File: config.mk
export PLATFORM = sky130hd
export DESIGN_NAME = rdf_statement_assembler
export DESIGN_NICKNAME = d
export VERILOG_FILES = /design/src/design/rsa_pkg.sv /design/src/design/rsa_ram.sv /design/src/design/rdf_statement_assembler.sv
export VERILOG_INCLUDE_DIRS = /design/src /design/src/design
export SDC_FILE = /design/constraint.sdc
export NUM_CORES = 2
export LEC_CHECK = 0
export ABC_CLOCK_PERIOD_IN_PS = 22100
export BUFFER_PORTS_ARGS = -buffer_cell sky130_fd_sc_hd__buf_2
export CAP_MARGIN = 20
export CORE_MARGIN = 10
export CORE_UTILIZATION = 39
export CTS_BUF_LIST = sky130_fd_sc_hd__clkbuf_8
export CTS_CLUSTER_SIZE = 12
export DETAILED_ROUTE_END_ITERATION = 10
export SYNTH_ARGS = -nofsm -noshare
export SYNTH_HDL_FRONTEND = slang
export SYNTH_SLANG_ARGS = --single-unit
File: constraint.sdc
create_clock -name aclk -period 22.1 [get_ports aclk]
set_clock_uncertainty 0.2 [all_clocks]
set_input_delay 1.105 -clock aclk [delete_from_list [all_inputs] [get_ports aclk]]
set_output_delay 1.105 -clock aclk [all_outputs]
set_load 0.1 [all_outputs]
File: src/design/rdf_statement_assembler_macros.svh
// Assertion macros for the statement assembler.
// Define ASSERT_OFF to compile the checks out.
`ifndef RDF_STATEMENT_ASSEMBLER_MACROS_SVH
`define RDF_STATEMENT_ASSEMBLER_MACROS_SVH

`ifndef ASSERT_OFF
// check that is switched off while reset is held
`define RSA_ASSERT(label, clk, rstn, prop) \
    label: assert property (@(posedge clk) disable iff (!rstn) prop) \
        else $error("rsa: assertion failed");
// check that also watches reset itself
`define RSA_ASSERT_NORST(label, clk, prop) \
    label: assert property (@(posedge clk) prop) \
        else $error("rsa: assertion failed");
`else
`define RSA_ASSERT(label, clk, rstn, prop)
`define RSA_ASSERT_NORST(label, clk, prop)
`endif

`endif

File: src/design/rsa_pkg.sv
package rsa_pkg;

    localparam int STACK_DEPTH_DEF = 16;
    localparam int HANDLE_BITS_DEF = 32;
    localparam int TERM_W          = 32;
    localparam int FRAME_W_DEF     = 4 + 4 * (2 + HANDLE_BITS_DEF);

    // grammar state held in each frame
    typedef enum logic [3:0] {
        ST_TOP = 4'd0,
        ST_S   = 4'd1,
        ST_P   = 4'd2,
        ST_O   = 4'd3,
        ST_Q   = 4'd4,
        ST_G   = 4'd5,
        ST_GS  = 4'd6,
        ST_GP  = 4'd7,
        ST_GO  = 4'd8,
        ST_BS  = 4'd9,
        ST_BP  = 4'd10,
        ST_BO  = 4'd11
    } pstate_t;

    // token kinds
    localparam logic [3:0] ACT_DIRECTIVE = 4'd0;
    localparam logic [3:0] ACT_IRI       = 4'd1;
    localparam logic [3:0] ACT_LITERAL   = 4'd2;
    localparam logic [3:0] ACT_LBRACE    = 4'd3;
    localparam logic [3:0] ACT_RBRACE    = 4'd4;
    localparam logic [3:0] ACT_LBRACK    = 4'd5;
    localparam logic [3:0] ACT_RBRACK    = 4'd6;
    localparam logic [3:0] ACT_DOT       = 4'd7;
    localparam logic [3:0] ACT_COMMA     = 4'd8;
    localparam logic [3:0] ACT_SEMI      = 4'd9;

    // stored term kinds
    localparam logic [1:0] K_NONE  = 2'd0;
    localparam logic [1:0] K_IRI   = 2'd1;
    localparam logic [1:0] K_LIT   = 2'd2;
    localparam logic [1:0] K_BLANK = 2'd3;

    // term slots of a frame
    localparam logic [1:0] SL_SUBJ = 2'd0;
    localparam logic [1:0] SL_PRED = 2'd1;
    localparam logic [1:0] SL_OBJ  = 2'd2;
    localparam logic [1:0] SL_GRPH = 2'd3;

    // result events
    localparam logic [1:0] EV_NONE      = 2'd0;
    localparam logic [1:0] EV_STMT      = 2'd1;
    localparam logic [1:0] EV_DIRECTIVE = 2'd2;
    localparam logic [1:0] EV_ERROR     = 2'd3;

    // object kind codes on the result
    localparam logic [1:0] OK_IRI   = 2'd0;
    localparam logic [1:0] OK_LIT   = 2'd1;
    localparam logic [1:0] OK_BLANK = 2'd2;

endpackage

File: src/design/rsa_ram.sv
module rsa_ram
    import rsa_pkg::*;
#(
    parameter int WIDTH = FRAME_W_DEF,
    parameter int DEPTH = STACK_DEPTH_DEF
) (
    input  logic                     clk,
    input  logic                     we,
    input  logic [$clog2(DEPTH)-1:0] waddr,
    input  logic [WIDTH-1:0]         wdata,
    input  logic [$clog2(DEPTH)-1:0] raddr,
    output logic [WIDTH-1:0]         rdata
);

    logic [WIDTH-1:0] mem [DEPTH];

    always_ff @(posedge clk) begin
        if (we) begin
            mem[waddr] <= wdata;
        end
        rdata <= mem[raddr];
    end

endmodule

File: src/design/rdf_statement_assembler.sv
// An accepted token beat passes the input register, then the result register, to its
// result beat; one token per cycle unless m_ready stalls; every token gives one result.
// The top frame lives in registers and is updated in one pass; parked frames sit in a
// RAM; read port plus push bypass hold the frame under the top, so a pop costs no bubble.
// Reset (aresetn, synchronous, active low) clears the stack pointer, top frame, error
// latch and sets the blank counter to 1; the frame RAM is not cleared.
`include "rdf_statement_assembler_macros.svh"

module rdf_statement_assembler
    import rsa_pkg::*;
#(
    parameter int STACK_DEPTH = STACK_DEPTH_DEF,
    parameter int HANDLE_BITS = HANDLE_BITS_DEF
) (
    input  logic              aclk,
    input  logic              aresetn,
    input  logic              s_valid,
    output logic              s_ready,
    input  logic [3:0]        s_action,
    input  logic [TERM_W-1:0] s_term_id,
    output logic              m_valid,
    input  logic              m_ready,
    output logic [1:0]        m_event_res,
    output logic              m_subject_kind,
    output logic [TERM_W-1:0] m_subject_id,
    output logic [TERM_W-1:0] m_predicate_id,
    output logic [1:0]        m_object_kind,
    output logic [TERM_W-1:0] m_object_id,
    output logic              m_graph_valid,
    output logic [TERM_W-1:0] m_graph_id
);

    localparam int TOP_W    = $clog2(STACK_DEPTH);
    localparam int KIND_LSB = 4 * HANDLE_BITS;
    localparam int ST_LSB   = KIND_LSB + 8;
    localparam int FRAME_W  = ST_LSB + 4;

    // input stage
    logic                   in_vld_reg;
    logic [3:0]             in_act_reg;
    logic [TERM_W-1:0]      in_term_reg;

    // top frame and control
    pstate_t                     st_reg, st_next;
    logic [3:0][1:0]             kind_reg, kind_next;
    logic [3:0][HANDLE_BITS-1:0] hnd_reg, hnd_next;
    logic [TOP_W-1:0]            top_reg, top_next, top_upd, rd_addr;
    logic [TERM_W-1:0]           blank_reg, blank_next;
    logic                        err_reg, err_next;

    // decode results
    logic                   ok, emit, dir, push, pop;
    logic [1:0]             slot;
    logic [HANDLE_BITS-1:0] hv;
    logic [FRAME_W-1:0]     wr_data, ram_q, below;
    logic [3:0][1:0]        wr_kind;
    logic [3:0][HANDLE_BITS-1:0] wr_hnd;
    logic                   ram_we;
    logic                   byp_vld_reg;
    logic [FRAME_W-1:0]     byp_data_reg;

    // result stage
    logic                   out_vld_reg;
    logic [1:0]             ev_reg, ev_c;
    logic                   skind_reg, skind_c;
    logic [TERM_W-1:0]      sid_reg, sid_c, pid_reg, pid_c, oid_reg, oid_c, gid_reg, gid_c;
    logic [1:0]             okind_reg, okind_c;
    logic                   gvld_reg, gvld_c;

    logic                   proc;

    assign proc    = in_vld_reg && (!out_vld_reg || m_ready);
    assign s_ready = !in_vld_reg || proc;
    assign hv      = HANDLE_BITS'(in_term_reg);
    assign below   = byp_vld_reg ? byp_data_reg : ram_q;

    // next frame, stack and error state
    always_comb begin
        st_next    = st_reg;
        kind_next  = kind_reg;
        hnd_next   = hnd_reg;
        top_next   = top_reg;
        blank_next = blank_reg;
        err_next   = err_reg;
        ok         = 1'b0;
        emit       = 1'b0;
        dir        = 1'b0;
        push       = 1'b0;
        pop        = 1'b0;
        slot       = SL_SUBJ;
        wr_kind    = kind_reg;
        wr_hnd     = hnd_reg;
        wr_kind[SL_OBJ] = K_BLANK;
        wr_hnd[SL_OBJ]  = HANDLE_BITS'(blank_reg);
        wr_data    = {pstate_t'(4'(st_reg) + 4'd1), wr_kind, wr_hnd};

        if (!err_reg) begin
            case (in_act_reg)
                ACT_DIRECTIVE: begin
                    if (st_reg == ST_TOP || st_reg == ST_G) begin
                        ok  = 1'b1;
                        dir = 1'b1;
                    end
                end
                ACT_IRI: begin
                    unique case (st_reg)
                        ST_TOP, ST_G: begin
                            ok   = 1'b1;
                            slot = SL_SUBJ;
                        end
                        ST_S, ST_GS, ST_BS: begin
                            ok   = 1'b1;
                            slot = SL_PRED;
                        end
                        ST_P, ST_GP, ST_BP: begin
                            ok   = 1'b1;
                            slot = SL_OBJ;
                        end
                        ST_O: begin
                            ok   = 1'b1;
                            slot = SL_GRPH;
                        end
                        default: ok = 1'b0;
                    endcase
                    kind_next[slot] = K_IRI;
                    hnd_next[slot]  = hv;
                    st_next         = pstate_t'(4'(st_reg) + 4'd1);
                end
                ACT_LITERAL: begin
                    if (st_reg == ST_P || st_reg == ST_GP || st_reg == ST_BP) begin
                        ok                = 1'b1;
                        kind_next[SL_OBJ] = K_LIT;
                        hnd_next[SL_OBJ]  = hv;
                        st_next           = pstate_t'(4'(st_reg) + 4'd1);
                    end
                end
                ACT_LBRACE: begin
                    if (st_reg == ST_S) begin
                        ok                 = 1'b1;
                        kind_next[SL_GRPH] = kind_reg[SL_SUBJ];
                        hnd_next[SL_GRPH]  = hnd_reg[SL_SUBJ];
                        st_next            = ST_G;
                    end
                end
                ACT_RBRACE: begin
                    if (st_reg == ST_G || st_reg == ST_GO) begin
                        ok                 = 1'b1;
                        emit               = (st_reg == ST_GO);
                        kind_next[SL_GRPH] = K_NONE;
                        hnd_next[SL_GRPH]  = '0;
                        st_next            = ST_TOP;
                    end
                end
                ACT_LBRACK: begin
                    if ((st_reg == ST_P || st_reg == ST_GP || st_reg == ST_BP) &&
                        top_reg != TOP_W'(STACK_DEPTH - 1)) begin
                        ok                 = 1'b1;
                        push               = 1'b1;
                        st_next            = ST_BS;
                        kind_next[SL_SUBJ] = K_BLANK;
                        hnd_next[SL_SUBJ]  = HANDLE_BITS'(blank_reg);
                        kind_next[SL_PRED] = K_NONE;
                        hnd_next[SL_PRED]  = '0;
                        kind_next[SL_OBJ]  = K_NONE;
                        hnd_next[SL_OBJ]   = '0;
                        blank_next         = blank_reg + TERM_W'(1);
                        top_next           = top_reg + TOP_W'(1);
                    end
                end
                ACT_RBRACK: begin
                    if ((st_reg == ST_BO || st_reg == ST_BS) && top_reg != '0) begin
                        ok        = 1'b1;
                        pop       = 1'b1;
                        emit      = (st_reg == ST_BO);
                        st_next   = pstate_t'(below[ST_LSB +: 4]);
                        kind_next = below[KIND_LSB +: 8];
                        hnd_next  = below[KIND_LSB-1:0];
                        top_next  = top_reg - TOP_W'(1);
                    end
                end
                ACT_DOT: begin
                    if (st_reg == ST_O || st_reg == ST_Q) begin
                        ok                 = 1'b1;
                        emit               = 1'b1;
                        st_next            = ST_TOP;
                        kind_next[SL_GRPH] = K_NONE;
                        hnd_next[SL_GRPH]  = '0;
                    end else if (st_reg == ST_GO) begin
                        ok      = 1'b1;
                        emit    = 1'b1;
                        st_next = ST_G;
                    end
                end
                ACT_COMMA: begin
                    if (st_reg == ST_O || st_reg == ST_GO || st_reg == ST_BO) begin
                        ok      = 1'b1;
                        emit    = 1'b1;
                        st_next = pstate_t'(4'(st_reg) - 4'd1);
                    end
                end
                ACT_SEMI: begin
                    if (st_reg == ST_O || st_reg == ST_GO || st_reg == ST_BO) begin
                        ok      = 1'b1;
                        emit    = 1'b1;
                        st_next = pstate_t'(4'(st_reg) - 4'd2);
                    end
                end
                default: ok = 1'b0;
            endcase
        end

        // rejected token or latched error: nothing moves
        if (!ok) begin
            st_next    = st_reg;
            kind_next  = kind_reg;
            hnd_next   = hnd_reg;
            top_next   = top_reg;
            blank_next = blank_reg;
            err_next   = 1'b1;
            emit       = 1'b0;
            dir        = 1'b0;
            push       = 1'b0;
            pop        = 1'b0;
        end
    end

    // result fields
    always_comb begin
        ev_c    = EV_NONE;
        skind_c = 1'b0;
        sid_c   = '0;
        pid_c   = '0;
        okind_c = OK_IRI;
        oid_c   = '0;
        gvld_c  = 1'b0;
        gid_c   = '0;
        if (!ok) begin
            ev_c = EV_ERROR;
        end else if (dir) begin
            ev_c  = EV_DIRECTIVE;
            oid_c = TERM_W'(hv);
        end else if (emit) begin
            ev_c    = EV_STMT;
            skind_c = (kind_reg[SL_SUBJ] == K_BLANK);
            sid_c   = TERM_W'(hnd_reg[SL_SUBJ]);
            pid_c   = TERM_W'(hnd_reg[SL_PRED]);
            if (kind_reg[SL_OBJ] == K_LIT) begin
                okind_c = OK_LIT;
            end else if (kind_reg[SL_OBJ] == K_BLANK) begin
                okind_c = OK_BLANK;
            end
            oid_c = TERM_W'(hnd_reg[SL_OBJ]);
            if (kind_reg[SL_GRPH] != K_NONE) begin
                gvld_c = 1'b1;
                gid_c  = TERM_W'(hnd_reg[SL_GRPH]);
            end
        end
    end

    // RAM read port tracks the frame under the next top
    assign ram_we  = proc && push;
    assign top_upd = proc ? top_next : top_reg;
    assign rd_addr = top_upd - TOP_W'(1);

    rsa_ram #(
        .WIDTH (FRAME_W),
        .DEPTH (STACK_DEPTH)
    ) u_frames (
        .clk   (aclk),
        .we    (ram_we),
        .waddr (top_reg),
        .wdata (wr_data),
        .raddr (rd_addr),
        .rdata (ram_q)
    );

    always_ff @(posedge aclk) begin
        if (!aresetn) begin
            in_vld_reg  <= 1'b0;
            out_vld_reg <= 1'b0;
            st_reg      <= ST_TOP;
            kind_reg    <= '0;
            hnd_reg     <= '0;
            top_reg     <= '0;
            blank_reg   <= TERM_W'(1);
            err_reg     <= 1'b0;
            byp_vld_reg <= 1'b0;
        end else begin
            if (s_ready) begin
                in_vld_reg <= s_valid;
            end
            if (proc) begin
                out_vld_reg <= 1'b1;
                st_reg      <= st_next;
                kind_reg    <= kind_next;
                hnd_reg     <= hnd_next;
                top_reg     <= top_next;
                blank_reg   <= blank_next;
                err_reg     <= err_next;
            end else if (m_ready) begin
                out_vld_reg <= 1'b0;
            end
            // write and read on the same entry: RAM returns old data, so forward
            byp_vld_reg <= ram_we && (top_reg == rd_addr);
        end
    end

    always_ff @(posedge aclk) begin
        byp_data_reg <= wr_data;
        if (s_valid && s_ready) begin
            in_act_reg  <= s_action;
            in_term_reg <= s_term_id;
        end
        if (proc) begin
            ev_reg    <= ev_c;
            skind_reg <= skind_c;
            sid_reg   <= sid_c;
            pid_reg   <= pid_c;
            okind_reg <= okind_c;
            oid_reg   <= oid_c;
            gvld_reg  <= gvld_c;
            gid_reg   <= gid_c;
        end
    end

    assign m_valid        = out_vld_reg;
    assign m_event_res    = ev_reg;
    assign m_subject_kind = skind_reg;
    assign m_subject_id   = sid_reg;
    assign m_predicate_id = pid_reg;
    assign m_object_kind  = okind_reg;
    assign m_object_id    = oid_reg;
    assign m_graph_valid  = gvld_reg;
    assign m_graph_id     = gid_reg;

    `RSA_ASSERT(a_err_sticky, aclk, aresetn, err_reg |=> err_reg)
    `RSA_ASSERT(a_err_out, aclk, aresetn, (m_valid && err_reg) |-> (m_event_res == EV_ERROR))
    `RSA_ASSERT(a_nested_blank, aclk, aresetn, (top_reg != '0) |-> (st_reg == ST_BS || st_reg == ST_BP || st_reg == ST_BO))
    `RSA_ASSERT(a_bottom_frame, aclk, aresetn, (top_reg == '0) |-> !(st_reg == ST_BS || st_reg == ST_BP || st_reg == ST_BO))
    `RSA_ASSERT_NORST(a_reset_clears, aclk, !aresetn |=> (!m_valid && !err_reg))

endmodule

==> summary.txt <==
Mapped Area -> 0.104 sq mm
Final setup viols -> 0
LEAKAGE -> 43.1 nW
Max Fclk -> 0.120 GHz
initial antenna violation count -> 16
average wire per standard cell -> 27.6 um
Worst Path Required -> 22.82 ns
Die ar. -> 0.288 sq mm
via count -> 64117
Buf/Inv on CP -> 4
WL final -> 313 mm
CTS tree -> built
synth cell count leaders -> edfxtp_1, nand2_1, o22ai_1
fraction of layout cells with a size suffix above 1 -> 0.130
main combinational cell family by area after synthesis -> compound AO/OA/AOI/OAI gates
Worst Hold Class -> input port to flip-flop
post-synthesis xor/xnor area fraction -> 0.00302
FFs w/ async S/R, synth -> 0
CP max stage cell -> buf_4
post-route ant nets -> 0
Clock Path Buffers -> 4
sequential area share after synthesis -> 0.764
DP Area -> 0.109 sq mm
post-synthesis instance total -> 6992
detailed-placement wirelength estimate -> 161 mm
Core Footprint -> 0.265 sq mm
most frequent CP cell -> buf_4
Hold Violations, Final -> 0
Reg2Reg Depth -> 14
crit start category -> flip-flop
final slew viol count -> 0
Synth Area in Adders -> 0.00156
# DRC -> 0
synth warn -> 0
Worst-path clk slew -> 0.07 ns
Setup crit end -> u_frames.rdata[20]
1st-iter DRT viols -> 7465
max-cap violation count -> 0
Final nets -> 7473
clock sinks -> 2796
largest net degree at the start of global routing -> 161
critical path's largest stage delay -> 0.89 ns
first-pass GRT wire length -> 447 mm
dominant delay contributor by cell family on the critical path -> buffers and inverters
synthesized area per cell -> 14.9 sq um
max reg flops -> 2176
1st-pass router iterations -> 8
Data arrival, critical path -> 9.06 ns
Starting Density -> 0.392
Final Cell Area -> 0.118 sq mm
Layout area overhead -> 13.5%
CP Max Fanout -> 112
Total GRT Usage -> 0.209
worst-margin pin slew -> 1.15 ns
status -> finished, final reports clean
IR drop worst, VDD -> 0.0462 mV
count leader, synth -> edfxtp_1
mux cell area share after synthesis -> 0.0537
Critical Path Source -> in_act_reg[2]
CP endpoint kind -> flip-flop
Resize count post-CTS -> 0
FP Rows -> 189
die height -> 536 um
Crit Reg-Reg Startpoint -> in_act_reg[2]
H-Tree Depth -> 5
area share of the largest cell type after synthesis -> 0.678
Synth Area in Compound Gates -> 0.0937
die extent in x -> 536 um
cell-by-cell trace of the critical path -> nand4bb_4 -> a2111oi_4 -> o21ai_1 -> xnor2_4 -> inv_8 -> ha_1 -> nand2_8 -> buf_4 -> buf_4 -> buf_4 -> o22ai_1 -> a31oi_1 -> mux2i_1 -> mux2i_1
Synth Register Bits -> 2796
power density over the cells -> 86.0 mW/mm^2
Post-synth EDFFs -> 2346
R2R Setup Slk -> 13.77 ns
Final min period -> 8.33 ns
Crit Path Category -> flip-flop to flip-flop
CTS buffer count -> 437
setup TNS -> 0 ns
Most used DFF post-synth -> edfxtp_1
post-synthesis cell type count -> 74
RePlAce Congestion -> 0.854
Post-Synth Simple-Gate Area -> 0.0636
period utilization -> 0.377
IO Pins -> 176
worst-skew pair later-pin latency -> 1.07 ns
RSZ-0062 raised after global routing -> false
total grt overflow -> 0
Via density -> 5.65
slew margin rel. -> 0.235
reg2reg end -> u_frames.rdata[20]
Worst path depth -> 14
cell taking the most area after synthesis -> edfxtp_1
vias in the first global route -> 63365
CTS Root Cell -> clkbuf_8
PortBufs -> 175
main area contributors after synthesis -> edfxtp_1, dfxtp_1, mux2i_1, nand2_1, o22ai_1
[metal layers]
| layer | vias to the layer above | part of all wire | track usage |
|---|---|---|---|
| met5 | - | 0 | 0 |
| met4 | 0 | 0.051 | 0.101 |
| met3 | 620 | 0.077 | 0.0338 |
| met2 | 3068 | 0.48 | 0.348 |
| met1 | 32678 | 0.39 | 0.267 |
| li1 | 27751 | - | - |
[timing repair]
item	CTS	global route
hold endpoints to repair	14	0
buffers inserted	0	0
hold buffers	14	0
[layout make-up]
cell class	count	area, sq um
Clock buffer	510	7020
Antenna cell	13	32.5
Clock inverter	304	1590
Fill cell	23521	147000
Inverter	18	87.6
Multi-Input combinational cell	3836	23200
Tap cell	3533	4420
Timing Repair Buffer	331	2240
Sequential cell	2796	79500
[through the flow]
| stage | utilization | power, W | hold WS [ns] | setup WS (ns) | instances |
|---|---|---|---|---|---|
| final | 0.445 | 0.0102 | 0.0944 | 13.77 | 11341 |
| after global routing | 0.445 | 0.0105 | 0.0237 | 13.34 | 11335 |
| after CTS | 0.445 | 0.0102 | 0.00610 | 13.77 | 11327 |
| after detailed placement | 0.412 | 0.00602 | 0.293 | 13.80 | 10499 |
| after global placement | 0.412 | 0.00602 | 0.282 | 13.96 | 10498 |
| after floorplan | - | 0.00594 | 0.278 | 9.64 | 7127 |
[cells in the final DEF, fill, tap and decap left out, types with 7 or more instances in the layout]
cell	count
edfxtp_1	2346
nand2_1	1191
o22ai_1	549
a31oi_1	547
clkbuf_8	510
mux2i_1	480
dfxtp_1	449
nor2_1	227
inv_1	199
buf_2	175
conb_1	136
buf_4	130
and2_1	101
a211oi_1	68
mux2_2	67
a21oi_1	63
a222oi_1	63
clkinv_1	52
o211a_1	38
o21ai_0	37
a22oi_1	37
clkinv_2	37
o211ai_1	33
xor2_1	22
nand3_1	18
nor2_4	15
dlygate4sd3_1	14
diode_2	13
ha_1	13
nor3_1	11
buf_12	11
and3_1	10
xnor2_1	10
nand2b_1	9
bufinv_16	8
nand4_1	7
or3_1	7
[cells by family (layout without fill, tap and decap cells)]
| logic type | after synthesis | in the layout |
|---|---|---|
| XOR/XNOR | 35 | 35 |
| flip-flops | 2796 | 2796 |
| other | 1 | 149 |
| multiplexers | 548 | 548 |
| AO/OA/AOI/OAI | 1472 | 1472 |
| buffers and inverters | 495 | 1163 |
| AND/OR/NAND/NOR | 1632 | 1632 |
| adder cells (fa/ha/maj) | 13 | 13 |
[worst min path at each step]
stage | cells after the start | slack, ns | endpoint | startpoint
3_3_place_gp | 1 | 0.28 | flip-flop | flip-flop
5_1_grt | 1 | 0.02 | hv[24] | s_term_id[24]
3_5_place_dp | 1 | 0.29 | flip-flop | flip-flop
4_1_cts | 1 | 0.006 | hv[24] | s_term_id[24]
2_1_floorplan | 2 | 0.28 | flip-flop | flip-flop
6_report | 1 | 0.09 | hv[2] | s_term_id[2]
[report_power, final]
| part | switching, W | internal [W] |
|---|---|---|
| Sequential | 0.0000270 | 0.00568 |
| Clock | 0.00204 | 0.00220 |
| Combinational | 0.000167 | 0.0000402 |
No activity file was read; power rests on OpenSTA's default activity.
